`config.mk`:
```
export PLATFORM = sky130hd
export DESIGN_NAME = pte_alu
export DESIGN_NICKNAME = d
export VERILOG_FILES = /design/src/rtl/pte_pkg.sv /design/src/rtl/pte_alu.sv
export SDC_FILE = /design/constraint.sdc
export NUM_CORES = 2
export LEC_CHECK = 0
export BUFFER_PORTS_ARGS = -buffer_cell sky130_fd_sc_hd__buf_2
export CAP_MARGIN = 40
export CORE_MARGIN = 2
export CORE_UTILIZATION = 45
export CTS_BUF_LIST = sky130_fd_sc_hd__clkbuf_16
export DETAILED_ROUTE_END_ITERATION = 6
export GPL_ROUTABILITY_DRIVEN = 1
export HOLD_SLACK_MARGIN = 0.15
export PLACE_DENSITY = 0.59
export SLEW_MARGIN = 20
export SYNTH_ARGS = -nofsm -noshare
export SYNTH_HDL_FRONTEND = slang
export SYNTH_SLANG_ARGS = --single-unit
```
`constraint.sdc`:
```
create_clock -name clk -period 17.1 [get_ports clk]
set_clock_uncertainty 0.15 [all_clocks]
set_input_delay 5.13 -clock clk [delete_from_list [all_inputs] [get_ports clk]]
set_output_delay 5.13 -clock clk [all_outputs]
set_load 0.05 [all_outputs]
```
`src/rtl/pte_pkg.sv`:
```
// Package for the prime table engine: sizes, query codes, sequencer states
// and the request struct for the shared arithmetic unit. No dependencies.
package pte_pkg;

  localparam int TABLE_DEPTH = 8192;
  localparam int IDX_W       = $clog2(TABLE_DEPTH);
  localparam int CNT_W       = $clog2(TABLE_DEPTH + 1);
  localparam int COUNT_STEP  = 10;
  localparam logic [31:0] FIRST_PRIME  = 32'd2;
  localparam logic [31:0] SECOND_PRIME = 32'd3;

  typedef enum logic [1:0] {
    FN_NTH   = 2'd0,
    FN_TEST  = 2'd1,
    FN_INDEX = 2'd2,
    FN_COUNT = 2'd3
  } func_t;

  typedef enum logic {
    OP_MUL = 1'b0,
    OP_REM = 1'b1
  } alu_op_t;

  typedef struct packed {
    logic    start;
    alu_op_t op;
  } alu_req_t;

  typedef enum logic [3:0] {
    S_IDLE,
    S_ROOT_MUL,
    S_ROOT_WAIT,
    S_ENSURE,
    S_RD,
    S_EVAL,
    S_Q_REMW,
    S_CNT_RD,
    S_CNT_EV,
    S_G_INIT,
    S_G_RD,
    S_G_MUL,
    S_G_MULW,
    S_G_REMW,
    S_G_WR
  } state_t;

endpackage

```
`src/rtl/pte_alu.sv`:
```
// Shared arithmetic unit: registered 32x32 multiply, or 32-step restoring
// remainder (one bit per cycle). Depends on pte_pkg.
module pte_alu (
  input  logic              clk,
  input  logic              rst,
  input  pte_pkg::alu_req_t req,
  input  logic [31:0]       a,
  input  logic [31:0]       b,
  output logic              done,
  output logic [63:0]       res
);
  import pte_pkg::*;

  logic        active;
  logic [5:0]  cnt;
  logic [32:0] r;
  logic [31:0] dvd;
  logic [31:0] dvs;
  logic [32:0] r_shift;
  logic [32:0] r_new;

  always_comb begin
    r_shift = {r[31:0], dvd[31]};
    if (r_shift >= {1'b0, dvs}) begin
      r_new = r_shift - {1'b0, dvs};
    end else begin
      r_new = r_shift;
    end
  end

  always_ff @(posedge clk) begin
    if (rst) begin
      active <= 1'b0;
      done   <= 1'b0;
      cnt    <= '0;
    end else begin
      done <= 1'b0;
      if (req.start) begin
        if (req.op == OP_MUL) begin
          res  <= a * b;
          done <= 1'b1;
        end else begin
          r      <= '0;
          dvd    <= a;
          dvs    <= b;
          cnt    <= 6'd32;
          active <= 1'b1;
        end
      end else if (active) begin
        r   <= r_new;
        dvd <= {dvd[30:0], 1'b0};
        cnt <= cnt - 6'd1;
        if (cnt == 6'd1) begin
          active <= 1'b0;
          done   <= 1'b1;
          res    <= {32'd0, r_new[31:0]};
        end
      end
    end
  end

endmodule

```
==> flow_summary.json <==
{
  "synthArstFlopShare_pct": 0,
  "holdWs_ns": 0.357,
  "grt_setup_unrepaired": "no",
  "crit_start": "b[7]",
  "synth.area.top_cells": "fa_1, edfxtp_1, and2_1, ha_1, inv_1",
  "setup_slack_ns": 4.38,
  "ys_types": 81,
  "tns_ns": 0,
  "avgSynthCellArea_um2": 9.51,
  "insertion_delay_ns": 0.49,
  "rows": 112,
  "wire_per_inst_um": 21.2,
  "synthesis.area_um2": 42000,
  "worstMarginPinSlew_ns": 0.885,
  "num_vias": 30000,
  "setup_violations": 0,
  "grt_usage_pct": 26.2,
  "period_share_pct": 74.4,
  "die_x_um": 310,
  "slew_viol_final": 0,
  "hold_viol_final": 0,
  "seq_area_frac_synth_pct": 11.8,
  "grt_max_degree": 68,
  "cts_made_buffers": 17,
  "cts_setup_buffers": 0,
  "grt_pass1_wl_um": 189000,
  "drc": 1,
  "clkSinkCount": 168,
  "drt-initial-drc-count": 1773,
  "outcome": "complete, but fails checks",
  "yosys_most_used_dff": "edfxtp_1",
  "drt_first_pass_iters": 7,
  "synth-seq-cells": 168,
  "ctsHoldBuffers": 0,
  "clkTransAtPathRegs_ns": 0.08,
  "post_cts_resized": 0,
  "ios": 133,
  "syn_inst": 4419,
  "synthToLayoutAreaGrowth_pct": 5.66,
  "worstSetupPathType": "in2reg",
  "nets": 5623,
  "synth-warning-count": 0,
  "initial_core_util_pct": 45.2,
  "violations": "DRC",
  "synth_edf_count": 160,
  "synth_top_area_cell": "fa_1",
  "finalWeightedCongestion": 0.880,
  "cp_max_fo": 33,
  "cts_tree": "built",
  "dieArea_um2": 95800,
  "r2r-start": "r[11]$_SDFFCE_PP0P_",
  "via_per_inst": 5.34,
  "coreArea_um2": 92900,
  "drt_wl_total_um": 119000,
  "dieHeight_um": 310,
  "hp-class": "reg2reg",
  "drive_above_1_share_pct": 6.20,
  "synth_common_cells": "fa_1, inv_1, and2_1",
  "required_ns": 17.30,
  "dp_hpwl_um": 90500,
  "place_ws_ns": 3.90,
  "start_kind": "primary input",
  "syn-num-nets": 5681,
  "finalCriticalPeriod_ns": 12.72,
  "clk_path_buf_depth": 2,
  "yosysTopAreaCellShare_pct": 42.7,
  "io_buffer_count": 132,
  "postRouteAntennaNets": 0,
  "htree_levels": 4,
  "grt_pass1_vias": 32600,
  "antenna_found_initial": 4,
  "cap_violations": 0,
  "critPathArrivalTime_ns": 12.92,
  "cts_root_buf": "clkbuf_16",
  "diodes": 0,
  "grt-ovfl-total": 0,
  "relSlewSlack_pct": 41.0,
  "hold_start": "active$_SDFFE_PP0N_",
  "fmax_mhz": 78.6,
  "critPathCaptureType": "flop"
}
==> logic make-up (layout without fill, tap and decap cells) <==
| kind of cell | count (synthesis) | after routing | synth area share (%) |
|---|---|---|---|
| fa+ha+maj | 1194 | 1194 | 51.6 |
| compound gates | 374 | 374 | 5.92 |
| mux | 71 | 71 | 1.79 |
| simple gates | 1394 | 1394 | 17.0 |
| flops | 168 | 168 | 11.8 |
| xor+xnor | 69 | 69 | 1.44 |
| buf+inv | 1149 | 1104 | 10.4 |
==> state kept, by name, indices dropped and copies added, names as in the netlist <==
signal	flops
active	1
done	1
res	64
r	32
cnt	6
dvs	32
dvd	32
==> per-stage QoR <==
step / util (%) / instances / cell area [µm²]
detailed placement: 47.0 / 5590 / 43600
CTS: 47.6 / 5622 / 44300
global route: 47.8 / 5628 / 44400
global placement: 46.8 / 5582 / 43500
floorplan: - / 4419 / 42000
finish: 47.8 / 5628 / 44400
==> layer usage <==
metal	vias to the layer above	global-route usage, %	share of wire, %
li1	13300	-	-
met1	15700	32.1	39
met2	827	46.9	52
met3	234	2.78	4.5
met4	0	10.8	4.4
met5	-	0	0
==> cells in the final DEF (no fill, tap or decap), types with 8 or more instances in the layout <==
cell type,instances
xnor2_1,41
buf_12,11
and2_1,617
o31ai_1,8
and3_1,15
mux2i_1,37
o21ai_1,14
ha_1,297
buf_2,131
nand3_1,35
mux2_2,34
o211ai_1,8
nor2b_1,11
o21a_1,17
dfxtp_1,8
a31oi_1,19
nor2_1,101
nor3_1,21
nand2_1,513
fa_1,897
a21o_1,45
a211o_1,8
edfxtp_1,160
buf_4,30
nand4_1,23
nand2b_1,19
a21oi_1,103
inv_1,897
xor2_1,28
o21ai_0,61
a211oi_1,11
o21bai_1,16
clkbuf_16,17
==> worst max-delay path, cell delays in order <==
cell and delay (ns):
buf_2 0.62, and2_1 0.24, fa_1 0.43, fa_1 0.50, fa_1 0.53, inv_1 0.06, fa_1 0.47, inv_1 0.05
fa_1 0.53, inv_1 0.06, fa_1 0.53, inv_1 0.05, fa_1 0.49, fa_1 0.42, ha_1 0.43, nand2_1 0.12
or4_1 0.54, o311ai_1 0.51, a211o_1 0.30, o22a_2 0.25, nand2_1 0.13, o31ai_1 0.28, mux2i_1 0.23
==> path summary, 6_finish.rpt <==
kind              cells past startpoint  slack, ns               endpoint
hold reg to reg                       2       0.36    active$_SDFFE_PP0N_
setup reg to reg                     10      12.89      res[18]$_DFFE_PP_
setup / recovery                     23       4.38  res[59]$_SDFFCE_PN0P_
hold / removal                        2       0.36    active$_SDFFE_PP0N_
==> cell type report <==
class	instances	area, µm²
flip-flops and latches	168	4960
clock buffers	17	425
well taps	1254	1570
inverters	897	3370
clock inverters	15	194
repair buffers	175	1180
multi-input cells	3102	32700
fillers	8964	48500
Power is not shown: default switching activity piles up to over one toggle a cycle in this logic, so the estimate is an artifact.
